===== src/design/ybo_pkg.sv =====
// shared types, constants and ring functions for the yuv420 box border overlay
package ybo_pkg;

   localparam int CW = 16;
   localparam int COL_W = 11;
   localparam int PIX_W = 8;
   localparam int MASK_W = 4;
   localparam int EDGE_W = 13;
   localparam int LW_W = 5;
   localparam int COLOR_W = 24;
   localparam int CSR_IDX_W = 3;

   typedef enum logic [CSR_IDX_W-1:0] {
      CSR_BOX_LEFT      = 3'd0,
      CSR_BOX_TOP       = 3'd1,
      CSR_BOX_RIGHT     = 3'd2,
      CSR_BOX_BOTTOM    = 3'd3,
      CSR_LINE_WIDTH    = 3'd4,
      CSR_OVERLAY_COLOR = 3'd5,
      CSR_FRAME_WIDTH   = 3'd6,
      CSR_FRAME_HEIGHT  = 3'd7
   } ybo_csr_type;

   typedef struct packed {
      logic signed [CW-1:0] left;
      logic signed [CW-1:0] top;
      logic signed [CW-1:0] right;
      logic signed [CW-1:0] bottom;
      logic signed [CW-1:0] frame_w;
      logic signed [CW-1:0] frame_h;
   } ybo_geom_type;

   typedef struct packed {
      logic [COL_W-1:0]  block_col;
      logic [COL_W-1:0]  block_row;
      logic [PIX_W-1:0]  luma_top_left;
      logic [PIX_W-1:0]  luma_top_right;
      logic [PIX_W-1:0]  luma_bottom_left;
      logic [PIX_W-1:0]  luma_bottom_right;
      logic [PIX_W-1:0]  chroma_u;
      logic [PIX_W-1:0]  chroma_v;
      logic [MASK_W-1:0] mask;
   } ybo_word_type;

   function automatic logic signed [CW-1:0] clamp_edge(input logic signed [CW-1:0] v,
                                                       input logic signed [CW-1:0] size);
      logic signed [CW-1:0] lim;
      logic signed [CW-1:0] res;
      lim = size - CW'(1);
      res = v;
      if (res > lim) begin
         res = lim;
      end
      if (res < $signed(CW'(0))) begin
         res = '0;
      end
      return res;
   endfunction

   function automatic logic ring_hit(input logic signed [CW-1:0] x,
                                     input logic signed [CW-1:0] y,
                                     input logic signed [CW-1:0] l,
                                     input logic signed [CW-1:0] r,
                                     input logic signed [CW-1:0] t,
                                     input logic signed [CW-1:0] b);
      logic side;
      logic horiz;
      logic corner;
      side   = ((x == l) || (x == r)) && (y >= t) && (y < b);
      horiz  = ((y == t) || (y == b)) && (x >= l) && (x < r);
      corner = (x == r) && (y == b);
      return side || horiz || corner;
   endfunction

endpackage


===== src/design/ybo_out.sv =====
// output stage: paints luma and chroma from the mask and holds the result word
module ybo_out
   import ybo_pkg::*;
(
   input  logic               clock,
   input  logic               reset,
   input  logic [COLOR_W-1:0] color,
   input  logic               up_valid,
   output logic               up_ready,
   input  ybo_word_type       up_word,
   output logic               rsp_valid,
   input  logic               rsp_stall,
   output logic [PIX_W-1:0]   rsp_out_top_left,
   output logic [PIX_W-1:0]   rsp_out_top_right,
   output logic [PIX_W-1:0]   rsp_out_bottom_left,
   output logic [PIX_W-1:0]   rsp_out_bottom_right,
   output logic [PIX_W-1:0]   rsp_chroma_u_out,
   output logic [PIX_W-1:0]   rsp_chroma_v_out,
   output logic [MASK_W-1:0]  rsp_painted_mask
);

   logic              valid_ff, valid_in;
   ybo_word_type      word_ff, word_in;
   logic [PIX_W-1:0]  cy, cu, cv;
   logic              any_hit;

   assign cy = color[23:16];
   assign cu = color[15:8];
   assign cv = color[7:0];

   assign up_ready = !valid_ff || !rsp_stall;
   assign any_hit  = |up_word.mask;

   always_comb begin
      valid_in = valid_ff;
      word_in  = word_ff;
      if (up_ready) begin
         valid_in = up_valid;
         word_in  = up_word;
         word_in.luma_top_left     = up_word.mask[0] ? cy : up_word.luma_top_left;
         word_in.luma_top_right    = up_word.mask[1] ? cy : up_word.luma_top_right;
         word_in.luma_bottom_left  = up_word.mask[2] ? cy : up_word.luma_bottom_left;
         word_in.luma_bottom_right = up_word.mask[3] ? cy : up_word.luma_bottom_right;
         word_in.chroma_u          = any_hit ? cu : up_word.chroma_u;
         word_in.chroma_v          = any_hit ? cv : up_word.chroma_v;
      end
   end

   always_ff @(posedge clock) begin
      if (reset) begin
         valid_ff <= 1'b0;
      end else begin
         valid_ff <= valid_in;
      end
      word_ff <= word_in;
   end

   assign rsp_valid            = valid_ff;
   assign rsp_out_top_left     = word_ff.luma_top_left;
   assign rsp_out_top_right    = word_ff.luma_top_right;
   assign rsp_out_bottom_left  = word_ff.luma_bottom_left;
   assign rsp_out_bottom_right = word_ff.luma_bottom_right;
   assign rsp_chroma_u_out     = word_ff.chroma_u;
   assign rsp_chroma_v_out     = word_ff.chroma_v;
   assign rsp_painted_mask     = word_ff.mask;

endmodule


===== config.mk =====
export PLATFORM = sky130hd
export DESIGN_NAME = ybo_out
export DESIGN_NICKNAME = d
export VERILOG_FILES = /design/src/design/ybo_pkg.sv /design/src/design/ybo_out.sv
export SDC_FILE = /design/constraint.sdc
export NUM_CORES = 1
export LEC_CHECK = 0
export ABC_AREA = 1
export BUFFER_PORTS_ARGS = -buffer_cell sky130_fd_sc_hd__buf_2
export CORE_ASPECT_RATIO = 0.7
export CORE_MARGIN = 8
export CORE_UTILIZATION = 45
export CTS_CLUSTER_DIAMETER = 150
export DETAILED_ROUTE_END_ITERATION = 6
export PLACE_DENSITY_LB_ADDON = 0.1
export SLEW_MARGIN = 5
export SYNTH_ARGS = -nofsm -noshare
export SYNTH_HDL_FRONTEND = slang
export SYNTH_SLANG_ARGS = --single-unit

===== constraint.sdc =====
create_clock -name clock -period 3.87 [get_ports clock]
set_input_delay 0.774 -clock clock [delete_from_list [all_inputs] [get_ports clock]]
set_output_delay 0.774 -clock clock [all_outputs]
set_load 0.01 [all_outputs]

[Word-level counts from Yosys, hierarchy flattened]
Cells that the tools add are included.
Word-level totals
  register bits after elaboration: 53
  input bits: 102
  logic and storage cells: 18
Operators by class
  muxes and demuxes: 6
  reduce and logical (&&, ||, !) cells: 4
Operator list (count)
  2-to-1 mux 8 bit: 6
  OR reduction 4 bit: 1
  zero test 1 bit: 2
  logical OR 1 bit: 1

[Longest topological paths before layout]
  depth after elaboration: 2
  mapped depth: 6
  depth with buffers taken out: 4

[Least setup slack after synthesis]
Ideal clock, no wire load.
  path type: input to output
  start point: in rsp_stall
  end point: out up_ready
  data arrival time: 1959 ps
  data required time: 3096 ps
  setup slack: 1137 ps
  stages: 1
  path buffers: 0
  cell sequence: nand2_1
On the way
  longest elaborated chain between the ends: 2
RTL lines
  from (decl): line ybo_out.sv:12  | input logic rsp_stall,
  zero test 1 bit: line ybo_out.sv:31  | assign up_ready = !valid_ff || !rsp_stall;
  logical OR 1 bit: line ybo_out.sv:31
  to (decl): line ybo_out.sv:9  | output logic up_ready,
No other way between the ends.

[Worst setup path after layout]
Ends and elaborated chain as after synthesis.

==> impl_metrics.tcl <==
set metrics [dict create \
    comb_power_share_pct 15.5 \
    gpl.final_weighted_congestion 0.7961 \
    syn_to_final_growth_pct 33.80 \
    utilization_pct 60.65 \
    timing.critical_path.max_delay_family "buffers and inverters" \
    power.density_nw_per_um2 388.0 \
    power_frac_seq_pct 58.0 \
    floorplan.die.height_um 76.09 \
    num_io_pins 156 \
    cpPeakStageDelay_ns 0.13 \
    finalCritPeriodShare_pct 48.11 \
    finalSetupTns_ns 0 \
    timing.critical_path.arrival_ns 1.09 \
    grt_setup_unrepaired "false" \
    setup_viol 0 \
    standard_cell_rows 22 \
    clock_pin_slew_worst_setup_and_hold_paths_ns 0.09 \
    yosys_register_bits 53 \
    slew_headroom_pct 56.26 \
    dp_hpwl_mm 4.759 \
    cts_buffers 5 \
    fillerInstances 487 \
    layout.nets 446 \
    hold_start "reset" \
    yosys.area_share.xor_xnor_pct 0 \
    cts.htree.levels 2 \
    synth.yosys.seq_area_share_pct 68.14 \
    avgViaCountPerCell 4.595 \
    post-synth-top-count-cell "nand2_1" \
    worstHoldPathType "input pin to flip-flop" \
    clock-sinks 53 \
    die_area_um2 7749 \
    worst_setup_path_startpoint "rsp_stall" \
    syn-mean-instance-area_um2 10.85 \
    path_max_fanout 2 \
    postCtsHoldBufs 0 \
    r2r-start "rsp_valid" \
    hold_violations 0 \
    layout-drive-gt1-share_pct 42.03 \
    drtAntennaViolNets 0 \
    synthDistinctLibCells 12 \
    max_freq_ghz 0.5371 \
    netlist_top_cells_area "edfxtp_1 (67%), nand2_1 (11%), o21ai_0 (6.9%), inv_1 (5.3%), nand3_1 (3.5%)" \
    synthDominantAreaCellType "edfxtp_1" \
    buffer_ports.inserted 133 \
    synthMuxAreaShare_pct 0 \
    final_setup_margin_ns 2.008 \
    groute.usage.overall_pct 15.68 \
    run_status "completed" \
    clock_skew_ns 0.008467 \
    number_of_flops_mapped_to_enable_cells_by_yosys 52 \
    globalRoute.totalOverflow 0 \
    cts.repair_timing.setup_buffer_count 0 \
    timing.max_cap.violations 0 \
    drt_first_iter_violations 56 \
    pin_count_of_the_biggest_net_entering_global_routing 54 \
    syn-instance-count 214 \
    cp_slowest_cell "buf_2" \
    synth_fp_nets 316 \
    crit_chain "buf_2 > nand2_2 > buf_2" \
    p_switching_mw 0.2936 \
    detail_route.wirelength_mm 6.097 \
    start_util_pct 45.33 \
    finalCriticalPeriod_ns 1.862 \
    synth-compound-area-share_pct 7.116 \
    start_kind "input pin" \
    cts_buffer_depth 2 \
    synthArstFlopShare_pct 0 \
    worst-slew-pin-transition_ns 0.6561 \
    cts_tree "done" \
    netlist_area_um2 2321 \
    post_synth_fa_ha_maj_area_fraction_pct 0 \
    synth_top_family_by_area "simple AND/OR/NAND/NOR gates" \
    ctsResizeCount 0 \
    pwr-share-clk_pct 26.5 \
    timing.critical_path.required_ns 3.10 \
    worst_setup_path_end_kind "output port" \
    worstPathBufferInverterCount 2 \
    placement.setup.worst_slack_ns 1.941 \
    clock_latency_ns 0.30 \
    drt_first_pass_iters 4 \
    yosys.area_share.simple_pct 16.17 \
    antenna_cells 0 \
    swShare_pct 24.37 \
    drt_drc_violations_left 0 \
    worst_path_most_repeated_cell "buf_2" \
    routed_length_per_instance_um 14.62 \
    intPower_mw 0.9113 \
    synth_flop_cell "edfxtp_1" \
    worst_ir_drop_vdd_v 0.0002333 \
    area_share_of_the_largest_cell_type_after_synthesis_pct 67.28 \
    yosys_warnings 0 \
    final_max_slew_viol_count 0 \
    floorplan.core_area_um2 5120 \
    post_synth_most_frequent_cells "nand2_1 (65), edfxtp_1 (52), inv_1 (33), o21ai_0 (32), nand3_1 (16)" \
    p_leak_nw 1.594 \
    die_width_um 101.8 \
    clockRootBuffer "clkbuf_8" \
    antenna_found_initial 0 \
    path_class "input pin to output port" \
    grt_pass1_vias 1927 \
    routed-via-count 1916 \
    wire_length_of_the_first_global_routing_pass_mm 9.432 \
]
## path summary, 6_finish.rpt
| check | end | slack (ns) | cells past startpoint |
|---|---|---|---|
| max | up_ready | 2.01 | 3 |
| min | rsp_valid | 0.61 | 2 |
| min reg2reg | rsp_valid | 0.98 | 3 |
| max reg2reg | rsp_out_bottom_right[7] | 2.54 | 2 |
## worst register-to-register path, stage by stage (launching register included)
cell and delay [ns]:
dfxtp_1 0.33, nand2_2 0.08, buf_4 0.53
## metal layers
layer | up-vias | track usage (%) | share of wire, %
met1 | 864 | 17.66 | 38
met4 | 0 | 4.672 | 1.3
li1 | 959 | - | -
met5 | - | 0 | 0
met2 | 84 | 26.45 | 48
met3 | 9 | 6.296 | 12
## final cells by class
class	count	area, um2	area share, %
Sequential cell	53	1582	50.93
Multi-Input combinational cell	117	543.0	17.49
Inverter	33	123.9	3.989
Clock inverter	1	7.507	0.2417
Clock buffer	7	86.33	2.780
Tap cell	72	90.09	2.901
Timing Repair Buffer	134	673.1	21.68
## cells in the final DEF (no fill, tap or decap)
master      count
nand3_1        16
dfxtp_1         1
nand2_1        64
clkinvlp_4      1
clkbuf_8        6
inv_1          33
clkbuf_1        1
nand2_2         1
nand2_4         1
buf_4           1
a21oi_1         1
o21ai_0        32
edfxtp_1       52
nor2_8          2
buf_2         133
## power groups by stage
stage	Sequential [mW]	Clock [mW]	Combinational, mW
after global routing	0.704	0.347	0.209
after CTS	0.700	0.329	0.191
final	0.699	0.319	0.187
after detailed placement	0.713	0	0.191
after global placement	0.711	0	0.188
after floorplan	0.743	0	0.0585
## metrics by stage
stage / power, mW / instances / hold WS [ns] / cell area, um2
floorplan: 0.8013 / 214 / 0.8431 / 2321
global placement: 0.8983 / 409 / 0.9277 / 3012
detailed placement: 0.9034 / 409 / 0.9339 / 3012
CTS: 1.219 / 417 / 0.6010 / 3105
global route: 1.260 / 417 / 0.5974 / 3105
finish: 1.205 / 417 / 0.6123 / 3105
## registers in the layout, summed over array words and instances (netlist names)
name / flops
rsp_chroma_v_out: 8
rsp_chroma_u_out: 8
rsp_valid: 1
rsp_out_top_right: 8
rsp_out_bottom_right: 8
rsp_out_bottom_left: 8
rsp_painted_mask: 4
rsp_out_top_left: 8
## kinds of logic (layout without fill, tap and decap cells)
group / count (synthesis) / after routing
simple gates: 84 / 84
flops: 53 / 53
buf+inv: 44 / 175
compound gates: 33 / 33
No activity file was read; power rests on OpenSTA's default activity.
