**src/design/ybo_pkg.sv**
```systemverilog
// shared types, constants and ring functions for the yuv420 box border overlay
package ybo_pkg;

   localparam int CW = 16;
   localparam int COL_W = 11;
   localparam int PIX_W = 8;
   localparam int MASK_W = 4;
   localparam int EDGE_W = 13;
   localparam int LW_W = 5;
   localparam int COLOR_W = 24;
   localparam int CSR_IDX_W = 3;

   typedef enum logic [CSR_IDX_W-1:0] {
      CSR_BOX_LEFT      = 3'd0,
      CSR_BOX_TOP       = 3'd1,
      CSR_BOX_RIGHT     = 3'd2,
      CSR_BOX_BOTTOM    = 3'd3,
      CSR_LINE_WIDTH    = 3'd4,
      CSR_OVERLAY_COLOR = 3'd5,
      CSR_FRAME_WIDTH   = 3'd6,
      CSR_FRAME_HEIGHT  = 3'd7
   } ybo_csr_type;

   typedef struct packed {
      logic signed [CW-1:0] left;
      logic signed [CW-1:0] top;
      logic signed [CW-1:0] right;
      logic signed [CW-1:0] bottom;
      logic signed [CW-1:0] frame_w;
      logic signed [CW-1:0] frame_h;
   } ybo_geom_type;

   typedef struct packed {
      logic [COL_W-1:0]  block_col;
      logic [COL_W-1:0]  block_row;
      logic [PIX_W-1:0]  luma_top_left;
      logic [PIX_W-1:0]  luma_top_right;
      logic [PIX_W-1:0]  luma_bottom_left;
      logic [PIX_W-1:0]  luma_bottom_right;
      logic [PIX_W-1:0]  chroma_u;
      logic [PIX_W-1:0]  chroma_v;
      logic [MASK_W-1:0] mask;
   } ybo_word_type;

   function automatic logic signed [CW-1:0] clamp_edge(input logic signed [CW-1:0] v,
                                                       input logic signed [CW-1:0] size);
      logic signed [CW-1:0] lim;
      logic signed [CW-1:0] res;
      lim = size - CW'(1);
      res = v;
      if (res > lim) begin
         res = lim;
      end
      if (res < $signed(CW'(0))) begin
         res = '0;
      end
      return res;
   endfunction

   function automatic logic ring_hit(input logic signed [CW-1:0] x,
                                     input logic signed [CW-1:0] y,
                                     input logic signed [CW-1:0] l,
                                     input logic signed [CW-1:0] r,
                                     input logic signed [CW-1:0] t,
                                     input logic signed [CW-1:0] b);
      logic side;
      logic horiz;
      logic corner;
      side   = ((x == l) || (x == r)) && (y >= t) && (y < b);
      horiz  = ((y == t) || (y == b)) && (x >= l) && (x < r);
      corner = (x == r) && (y == b);
      return side || horiz || corner;
   endfunction

endpackage

```
**src/design/ybo_cell.sv**
```systemverilog
// one ring cell: tests the block against one border ring and passes the word on
module ybo_cell
   import ybo_pkg::*;
#(
   parameter int RING_INDEX = 0,
   parameter int RING_W = 5
) (
   input  logic               clock,
   input  logic               reset,
   input  ybo_geom_type       geom,
   input  logic [RING_W-1:0]  rings,
   input  logic               up_valid,
   output logic               up_ready,
   input  ybo_word_type       up_word,
   output logic               down_valid,
   input  logic               down_ready,
   output ybo_word_type       down_word
);

   logic                 valid_ff, valid_in;
   ybo_word_type         word_ff, word_in;
   logic signed [CW-1:0] k, l, r, t, b, x0, x1, y0, y1;
   logic                 active;
   logic [MASK_W-1:0]    hit;

   assign k  = $signed(CW'(RING_INDEX));
   assign l  = clamp_edge(geom.left + k, geom.frame_w);
   assign r  = clamp_edge(geom.right - k, geom.frame_w);
   assign t  = clamp_edge(geom.top + k, geom.frame_h);
   assign b  = clamp_edge(geom.bottom - k, geom.frame_h);
   assign x0 = $signed({{(CW-COL_W-1){1'b0}}, up_word.block_col, 1'b0});
   assign y0 = $signed({{(CW-COL_W-1){1'b0}}, up_word.block_row, 1'b0});
   assign x1 = x0 + CW'(1);
   assign y1 = y0 + CW'(1);
   assign active = RING_W'(RING_INDEX) < rings;

   assign hit[0] = active && ring_hit(x0, y0, l, r, t, b);
   assign hit[1] = active && ring_hit(x1, y0, l, r, t, b);
   assign hit[2] = active && ring_hit(x0, y1, l, r, t, b);
   assign hit[3] = active && ring_hit(x1, y1, l, r, t, b);

   assign up_ready = !valid_ff || down_ready;

   always_comb begin
      valid_in = valid_ff;
      word_in  = word_ff;
      if (up_ready) begin
         valid_in     = up_valid;
         word_in      = up_word;
         word_in.mask = up_word.mask | hit;
      end
   end

   always_ff @(posedge clock) begin
      if (reset) begin
         valid_ff <= 1'b0;
      end else begin
         valid_ff <= valid_in;
      end
      word_ff <= word_in;
   end

   assign down_valid = valid_ff;
   assign down_word  = word_ff;

endmodule

```
**config.mk**
```make
export PLATFORM = sky130hd
export DESIGN_NAME = ybo_cell
export DESIGN_NICKNAME = d
export VERILOG_FILES = /design/src/design/ybo_pkg.sv /design/src/design/ybo_cell.sv
export SDC_FILE = /design/constraint.sdc
export NUM_CORES = 1
export LEC_CHECK = 0
export BUFFER_PORTS_ARGS = -buffer_cell sky130_fd_sc_hd__buf_2
export CELL_PAD_IN_SITES_DETAIL_PLACEMENT = 0
export CELL_PAD_IN_SITES_GLOBAL_PLACEMENT = 1
export CORE_MARGIN = 8
export CORE_UTILIZATION = 38
export DETAILED_ROUTE_END_ITERATION = 6
export PLACE_DENSITY = 0.84
export SLEW_MARGIN = 40
export SYNTH_ARGS = -nofsm -noshare
export SYNTH_HDL_FRONTEND = slang
export SYNTH_SLANG_ARGS = --single-unit
```
**constraint.sdc**
```tcl
create_clock -name clock -period 6.6 [get_ports clock]
set_clock_uncertainty 0.15 [all_clocks]
set_input_delay 0 -clock clock [delete_from_list [all_inputs] [get_ports clock]]
set_output_delay 0 -clock clock [all_outputs]
set_load 0.03 [all_outputs]
```
**Yosys cells after proc, flatten, opt, wreduce, memory -nomap -nowiden**

Cells that the tools add are included.

- Shifts and indexed selects: 0
- Reduce and logical (&&, ||, !) cells: 38
- Equal/unequal tests: 8
- Add/sub/neg operators: 4
- Divide/modulo/power cells: 0
- Bitwise gates (word level): 1
- Mux-type cells: 8
- $mul: 0
- Magnitude comparators: 17

Operators with widths:

| operator | count |
|---|---|
| 16-bit two-way mux | 8 |
| 13-bit by 16-bit == test with 1-bit output | 4 |
| 14-bit by 16-bit == test with 1-bit output | 4 |
| 16-bit > comparator | 4 |
| 16-bit by 1-bit < comparator with 1-bit output, second input constant | 4 |
| 13-bit by 16-bit greater-or-equal comparator with 1-bit output | 2 |
| 14-bit by 16-bit greater-or-equal comparator with 1-bit output | 2 |
| 13-bit by 16-bit < comparator with 1-bit output | 2 |
| 14-bit by 16-bit < comparator with 1-bit output | 2 |
| 16-bit by 2-bit subtractor with 16-bit output, second input constant | 2 |
| 12-bit by 1-bit adder with 13-bit output, second input constant | 2 |
| 1-bit logical AND | 24 |
| 1-bit logical OR | 13 |
| 1-bit by 5-bit < comparator with 1-bit output, first input constant | 1 |
| 4-bit bitwise OR | 1 |
| 1-bit logical NOT | 1 |

- Memories: 0
- Register bits: 75
- ROM bits: 0
- Output and inout bits: 76
- Latch bits: 0
- Input bits: 179
- RAM bits: 0
- Logic and storage cells: 86

**Logic depth before layout (Yosys ltp)**

Gate-level depths: netlist of run 1.

- Depth after elaboration: 13
- Depth in mapped cells: 31
- Mapped depth without buffers: 27

**Worst setup path before layout of run 1**

OpenSTA, ideal clock, no wires.

- Path kind: input port to flip-flop
- Start: input geom[3] in the netlist's numbering
- End: register word_ff, in the netlist down_word[3], data pin
- Setup time: 259 ps
- Data required time: 6191 ps
- Arrival time: 5568 ps
- Stages: 27
- Slack: 623 ps
- Buffers on the path: 2
- Path through: or4_4 > nor4_1 > nand3_1 > xnor2_1 > clkbuf_1 > inv_1 > ha_1 > nand4_1 > nor2_1 > nand3_1 > a21o_1 > a31oi_2 > clkbuf_1 > nor3b_1 > a21oi_1 > ha_1 > a21o_1 > a21o_1 > a211o_1 > a21o_1 > a21o_1 > a21oi_1 > o21bai_1 > o21ai_0 > o2bb2ai_2 > o22ai_1 > a211o_1

- Word-level cells in the longest chain between the ends: 13
- Elaborated cells between the ends (all ways): 23
- Classes of those cells: add/sub: 1; order compare: 6; eq/ne: 2; mux: 4; bitwise: 1; reduce/logical: 9

RTL lines:

| item | RTL line | text |
|---|---|---|
| start: declaration | ybo_cell.sv:10 | `input ybo_geom_type geom,` |
| 16-bit by 2-bit subtractor with 16-bit output * | ybo_pkg.sv:49 | `lim = size - CW'(1);` |
| branches (longest 9 deep; another with 16-bit > comparator) | - |  |
| 1-bit logical OR * | ybo_pkg.sv:72 | `return side \|\| horiz \|\| corner;` |
| 1-bit logical AND * | ybo_cell.sv:40 | `assign hit[3] = active && ring_hit(x1, y1, l, r, t, b);` |
| 4-bit bitwise OR * | ybo_cell.sv:50 | `word_in.mask = up_word.mask \| hit;` |
| end signal: assignment | ybo_cell.sv:60 | `word_ff <= word_in;` |
| end: declaration | ybo_cell.sv:21 | `ybo_word_type word_ff, word_in;` |

Every way passes the cells marked *.
A chain may end at the register's enable or synchronous reset.

**Final worst setup path of run 1**

- Start: input geom[22] in the netlist's numbering
- End: register word_ff, in the netlist down_word[3], data pin

- Word-level cells in the longest chain between the ends: 13
- Elaborated cells between the ends (all ways): 23
- Classes of those cells: add/sub: 1; order compare: 6; eq/ne: 2; mux: 4; bitwise: 1; reduce/logical: 9

RTL lines:

| item | RTL line |
|---|---|
| 16-bit by 2-bit subtractor with 16-bit output * | ybo_pkg.sv:49 |
| branches (longest 9 deep; another with 16-bit > comparator) | - |
| 1-bit logical OR * | ybo_pkg.sv:72 |
| 1-bit logical AND * | ybo_cell.sv:40 |
| 4-bit bitwise OR * | ybo_cell.sv:50 |

Marked as above.

==> results of run 1 <==
[per-stage QoR]
stage / utilization [%] / hold WS (ns)
floorplan: - / -0.0809
global placement: 47.5 / 0.0262
detailed placement: 47.6 / 0.0283
global route: 53.8 / 0.0741
CTS: 53.5 / 0.0298
finish: 53.9 / 0.0278
[worst max-delay path, cell delays in order]
cell and delay (ns):
buf_2 0.13, or4_1 0.55, or3_1 0.41, or2_2 0.37, nor3_1 0.19, xnor2_1 0.17, ha_1 0.29, a2111oi_1 0.59
a31oi_4 0.26, buf_4 0.27, nor3_1 0.18, a31oi_1 0.10, ha_1 0.33, a21o_1 0.16, a21o_1 0.16, a21oi_1 0.14
o21ai_0 0.16, a21oi_1 0.23, o21ai_0 0.11, a21o_1 0.23, a21oi_1 0.16, nor3_1 0.06, a211o_1 0.26, dlygate4sd3_1 0.56
[worst max path at each step]
stage / start / endpoint / slack (ns) / depth (start not counted)
6_report: geom[22] / down_word[3] / 0.46 / 24
5_1_grt: geom[3] / down_word[3] / 0.06 / 28
4_1_cts: geom[3] / down_word[3] / 0.37 / 28
3_5_place_dp: geom[3] / down_word[2] / 0.54 / 28
3_3_place_gp: geom[3] / down_word[3] / 0.54 / 27
2_1_floorplan: geom[3] / down_word[3] / 0.62 / 27
[flip-flops by register name, indices dropped and copies added (netlist names)]
signal / flops
down_valid: 1
down_word: 74
[power by group through the flow]
| stage | sequential (mW) | clock (mW) | combinational [mW] |
|---|---|---|---|
| 2_1_floorplan | 0.647 | 0 | 0.306 |
| 3_3_place_gp | 0.577 | 0 | 0.571 |
| 3_5_place_dp | 0.578 | 0 | 0.576 |
| 4_1_cts | 0.569 | 0.495 | 0.616 |
| 5_1_grt | 0.571 | 0.516 | 0.688 |
| 6_report | 0.569 | 0.487 | 0.624 |
[synth_stat cells, types with 3 or more instances]
master / count
a21o_1: 26
nand2_1: 46
ha_1: 107
a21oi_1: 67
nor2b_1: 7
edfxtp_1: 74
nor3b_1: 35
nor4_1: 7
inv_1: 32
nand3_1: 19
o31ai_1: 5
and3_1: 10
a31oi_1: 6
a211o_1: 4
o31a_1: 4
nand4_1: 19
o22ai_1: 3
a211oi_1: 5
and2_1: 5
o21bai_1: 4
or3_1: 7
xor2_1: 15
mux2i_1: 15
o21a_1: 3
xnor2_1: 17
clkbuf_1: 18
nor3_1: 23
or3b_2: 3
nor2_1: 74
o21ai_0: 23
o211ai_1: 10
[routing by layer]
layer	track usage [%]	vias up	wire length [µm]
li1	-	3518	-
met1	23.8	3217	9860
met2	36.6	252	12500
met3	3.00	28	1530
met4	5.93	0	391
met5	0	-	0
[cell families after synthesis]
family / count (synthesis) / synth area share [%]
AND/OR/NAND/NOR: 273 / 20.7
multiplexers: 17 / 2.52
adder cells (fa/ha/maj): 110 / 19.6
AO/OA/AOI/OAI: 184 / 17.2
flip-flops: 75 / 32.1
XOR/XNOR: 35 / 5.01
buffers and inverters: 52 / 2.81
[area by class of cell]
type	count	area, µm²
inverters	32	120
repair buffers	343	2140
fillers	1650	8320
multi-input cells	619	4620
clock inverters	6	65.1
well taps	229	287
flip-flops and latches	75	2240
diodes	2	5.00
clock buffers	10	229
[what timing repair did]
action | 4_1_cts | 5_1_grt
setup endpoints to repair | 0 | 1
hold buffers | 77 | 0
gates resized for setup | 0 | 10
endpoints found under the hold margin | 75 | 0
==> key figures, run 1 <==
Run status
  • Status: complete, no violations

Job
  • Max cap viols: 0

Timing
  • Slew headroom: 53.3%
  • Worst setup margin: ~0.46 ns
  • Endpoints failing hold: 0
  • Period minus WS final: slightly above 6 ns
  • Fin crit share: a little over 90%
  • RSZ-0062 raised after global routing: no
  • Worst-Margin Slew: about 0.70 ns
  • Setup TNS: 0 ns
  • Count of final setup violators: 0
  • Max-slew violation count: 0
  • FMAX: around 0.16 GHz

CTS
  • H-tree levels: 3
  • Post-CTS Setup Bufs: 0
  • CTS max path bufs: 2
  • Worst-path clk slew: roughly 0.050 ns
  • Clock latency on the worst-skew pair: roughly 0.34 ns
  • CTS tree: yes
  • Clk Tree Root Cell: clkbuf_16
  • TritonCTS buffer count: 9
  • CTS sink count: 75

Logic synthesis
  • Cell area after synthesis: between 0.006 and 0.007 mm²
  • EDFF count, synth: 74
  • Synth unique cells: 72
  • Synthesized Nets: between 1k and 1.5k
  • Synth Flop Type: edfxtp_1
  • Seq cells post-synth: 75
  • Sequential share of the synthesized area: 32.1%
  • Post-Syn Instances: 746
  • Mean Syn Cell Area: about 9.4 µm²
  • Synth area leaders: edfxtp_1 32%, ha_1 19%, a21oi_1 4.8%
  • Synthesis warning total: 0
  • Share of flip-flops with an asynchronous set or reset: 0%
  • Yosys top cell by area: edfxtp_1
  • Yosys top cell area share: a little under a third

Min path
  • Hold endpoint: down_word[0]
  • Hold Path Class: input pin to flop
  • Hold path depth: 5
  • Hold Startpoint: rings[2]

Routing
  • Per-cell routed wire length: 18.4 µm
  • Via density: around 5.3
  • # DRC: 0
  • Total Wirelength: between 20000 and 25000 µm
  • Vias post-DR: between 7k and 8k
  • Initial DRT Pass Iterations: 5
  • DRT iter0 DRCs: roughly 350
  • Routed Antenna Nets: 0

Power
  • Register share of total power: about a third
  • Cell internal pwr: ~1.1 mW
  • Total power: between 1.5 and 2 mW
  • Psw: ~0.57 mW
  • Comb power frac: 37.1%
  • Leak: 4.41 nW
  • Worst VDD drop: about 0.17 mV
  • Sw Share: between 30% and 40%
  • P per Cell Area: between 150 and 200 mW/mm²
  • Clock Power Share: around 29%

Place
  • DP Wirelength: around 20000 µm
  • Routability cong.: a little over 0.9
  • Placed cells: 1221
  • Worst slack, placed: approximately 0.54 ns
  • PortBufs: 254
  • Area after DPL: between 0.008 and 0.009 mm²

Floorplan
  • Die X-Extent: around 150 µm
  • Starting Density: 38.8%
  • CORE AREA: 0.0180 mm²
  • Num rows: 49
  • Die H: 152 µm
  • Die area: about 0.023 mm²
  • Boundary Pins: approximately 260

Critical path
  • Critical path peak fanout: 17
  • WS Path Type: input pin to flop
  • Path depth of the worst reg2reg path: 3
  • RR Endpoint: down_valid
  • Origin of the critical flop-to-flop path: down_valid
  • Arrival @ worst endpoint: 6.07 ns
  • Nature of the critical path endpoint: flop
  • Flop-to-flop setup slack: 4.95 ns
  • CP Data Required Time: 6.53 ns
  • Worst setup SP type: input pin

Final layout
  • Layout cells sized above 1: between 20% and 30%
  • Cell area after layout: around 0.0097 mm²
  • Most frequent cells in the layout: 254 x buf_2, 107 x ha_1, 77 x dlygate4sd3_1
  • NumNets Final: approximately 1.4k
  • Most common cell after layout, fill and taps aside: buf_2
  • Layout area overhead: 39.0%
  • Final std cells w/o fill: approximately 1.3k

GRT
  • Pin count of the biggest net entering global routing: 45
  • Vias in the first global route: between 7k and 8k
  • Initial antenna violation count: 1
  • First-pass GRT wire length: ~36000 µm
  • GRT Total Usage: between 20% and 30%
  • GRT Residual Overflow: 0
Power figures use the tool's default switching activity.
==> run 2, diff against run 1 <==
--- a/config.mk
+++ b/config.mk
@@ -5,13 +5,14 @@
 export SDC_FILE = /design/constraint.sdc
 export NUM_CORES = 1
 export LEC_CHECK = 0
+export ABC_AREA = 0
 export BUFFER_PORTS_ARGS = -buffer_cell sky130_fd_sc_hd__buf_2
 export CELL_PAD_IN_SITES_DETAIL_PLACEMENT = 0
 export CELL_PAD_IN_SITES_GLOBAL_PLACEMENT = 1
 export CORE_MARGIN = 8
-export CORE_UTILIZATION = 38
+export CORE_UTILIZATION = 35
 export DETAILED_ROUTE_END_ITERATION = 6
-export PLACE_DENSITY = 0.84
+export PLACE_DENSITY = 0.78
 export SLEW_MARGIN = 40
 export SYNTH_ARGS = -nofsm -noshare
 export SYNTH_HDL_FRONTEND = slang
==> run 2 against run 1 <==
Effect of this change: non-clock buffer count grew 1; fmax grew 0.22%; critical path depth is the same; clock power shrank 2%; die area grew 7.6%; largest cell class unchanged; via count shrank 0.60%; final area is essentially flat; critical endpoint unchanged; cell count grew 2.8%; global-route usage shrank 1.5 points; worst setup slack gained 0.013 ns; first-iteration DRC count shrank 16%; core utilization shrank 4.1 points.
==> key figures, run 2 (synthesized netlist as in run 1, its figures left out) <==
Place
  • DP Wirelength: 19700 µm (about the same)
  • Area after DPL: 0.00864 mm² (was 0.00858 mm²)
  • Routability cong.: 0.872 (was 0.920)
  • Worst slack, placed: 0.568 ns (was 0.542 ns)
  • PortBufs: 254 (unchanged)
  • Placed cells: 1258 (was 1221)

Power
  • Worst VDD drop: 0.120 mV (was 0.167 mV)
  • P per Cell Area: 171 mW/mm² (was 173 mW/mm²)
  • Total power: 1.67 mW (was 1.68 mW)
  • Leak: 4.41 nW (about the same)

Floorplan
  • Die area: 0.0247 mm² (was 0.0230 mm²)
  • Boundary Pins: 255 (unchanged)
  • CORE AREA: 0.0195 mm² (was 0.0180 mm²)
  • Die H: 157 µm (was 152 µm)
  • Starting Density: 35.8% (was 38.8%)
  • Num rows: 51 (was 49)
  • Die X-Extent: 157 µm (was 152 µm)

GRT
  • Initial antenna violation count: 2 (was 1)
  • GRT Residual Overflow: 0 (unchanged)
  • GRT Total Usage: 18.5% (was 20.0%)
  • Vias in the first global route: 6911 (was 7119)
  • Pin count of the biggest net entering global routing: 43 (was 45)
  • First-pass GRT wire length: 36300 µm (unchanged)

CTS
  • Worst-path clk slew: 0.05 ns (about the same)
  • CTS max path bufs: 2 (unchanged)
  • Clk Tree Root Cell: clkbuf_16 (unchanged)
  • TritonCTS buffer count: 9 (unchanged)
  • Clock latency on the worst-skew pair: 0.33 ns (was 0.34 ns)
  • CTS sink count: 75 (unchanged)
  • CTS tree: yes (unchanged)
  • H-tree levels: 3 (unchanged)
  • Post-CTS Setup Bufs: 0 (unchanged)

Routing
  • Per-cell routed wire length: 17.7 µm (was 18.4 µm)
  • Total Wirelength: 24000 µm (was 24300 µm)
  • Via density: 5.15 (was 5.33)
  • # DRC: 0 (unchanged)
  • Vias post-DR: 6973 (was 7015)
  • Routed Antenna Nets: 0 (unchanged)
  • DRT iter0 DRCs: 292 (was 346)
  • Initial DRT Pass Iterations: 5 (unchanged)

Critical path
  • CP Data Required Time: 6.52 ns (was 6.53 ns)
  • Origin of the critical flop-to-flop path: down_valid (unchanged)
  • Nature of the critical path endpoint: flop (unchanged)
  • Worst setup SP type: input pin (unchanged)
  • Critical Path Start: geom[22] (unchanged)
  • Arrival @ worst endpoint: 6.05 ns (was 6.07 ns)
  • Critical path peak fanout: 19 (was 17)
  • WS Path Type: input pin to flop (unchanged)

Final layout
  • Layout cells sized above 1: 27.9% (was 28.3%)
  • Most common cell after layout, fill and taps aside: buf_2 (unchanged)
  • Max reg flops: 74 (unchanged)
  • Final std cells w/o fill: 1353 (was 1316)
  • Number of fill cells: 1851 (was 1650)
  • NumNets Final: 1367 (was 1366)
  • Layout area overhead: 39.1% (was 39.0%)
  • Most frequent cells in the layout: 254 x buf_2, 107 x ha_1, 77 x dlygate4sd3_1 (unchanged)
  • Cell area after layout: 0.00972 mm² (was 0.00971 mm²)
  • Finished Core Util: 49.8% (was 53.9%)

Timing
  • Count of final setup violators: 0 (unchanged)
  • Setup TNS: 0 ns (unchanged)
  • Fin Hold WS: 0.0836 ns (was 0.0278 ns)
  • Endpoints failing hold: 0 (unchanged)
  • Worst-Margin Slew: 0.837 ns (was 0.699 ns)
  • Period minus WS final: 6.13 ns (was 6.14 ns)
  • Fin crit share: 92.9% (was 93.1%)
  • FMAX: 0.163 GHz (about the same)
  • RSZ-0062 raised after global routing: no (unchanged)
  • Slew headroom: 43.7% (was 53.3%)
  • Worst setup margin: 0.470 ns (was 0.456 ns)
  • Max-slew violation count: 0 (unchanged)

Min path
  • Hold Startpoint: rings[2] (unchanged)
  • Hold Path Class: input pin to flop (unchanged)

Run status
  • Status: complete, no violations (unchanged)

Job
  • Max cap viols: 0 (unchanged)
==> run 2: final timing paths <==
kind	endpoint	slack [ns]	cells after the start
setup / recovery	down_word[3]	0.47	24
hold / removal	down_word[0]	0.08	5
hold reg to reg	down_word[38]	0.86	1
setup reg to reg	down_valid	4.84	3
==> run 2: worst max-delay path, cell delays in order <==
cell	delay [ns]
buf_2	0.13
or4_1	0.55
or3_1	0.41
or2_2	0.37
nor3_1	0.21
xnor2_1	0.19
ha_1	0.29
a2111oi_1	0.64
a31oi_4	0.25
buf_4	0.27
nor3b_1	0.19
a21oi_1	0.08
ha_1	0.30
a21oi_1	0.15
nor2_1	0.05
a211oi_1	0.26
o21ai_0	0.18
a21oi_1	0.19
o21ai_0	0.10
a21o_1	0.23
a21oi_1	0.15
nor3_1	0.06
a211o_1	0.26
dlygate4sd3_1	0.55
==> run 2: routing by layer <==
metal / wire length, µm / up-vias / GRT usage (%)
met4: 352 / 2 / 4.13
li1: - / 3516 / -
met3: 1380 / 27 / 3.54
met5: 13 / - / 0
met1: 10400 / 3200 / 22.8
met2: 11900 / 228 / 32.8
==> run 2: power breakdown <==
part	internal (mW)	leakage [nW]	switching (mW)
Clock	0.293	0.143	0.184
Sequential	0.560	0.775	0.00897
Combinational	0.260	3.49	0.360
==> run 2: layout make-up <==
class	count	area [µm²]	area share, %
antenna	2	5.00	0.0515
clock buffer	10	229	2.36
clock inverter	6	65.1	0.670
inverter	32	120	1.24
multi-input combinational	619	4570	47.1
sequential	75	2240	23.1
tap	265	332	3.41
timing repair buffer	344	2150	22.1
==> run 2: timing repair <==
item,4_1_cts,5_1_grt
hold buffers,77,0
gates resized for setup,0,2
endpoints found under the hold margin,75,0
endpoints found under the setup margin,0,1
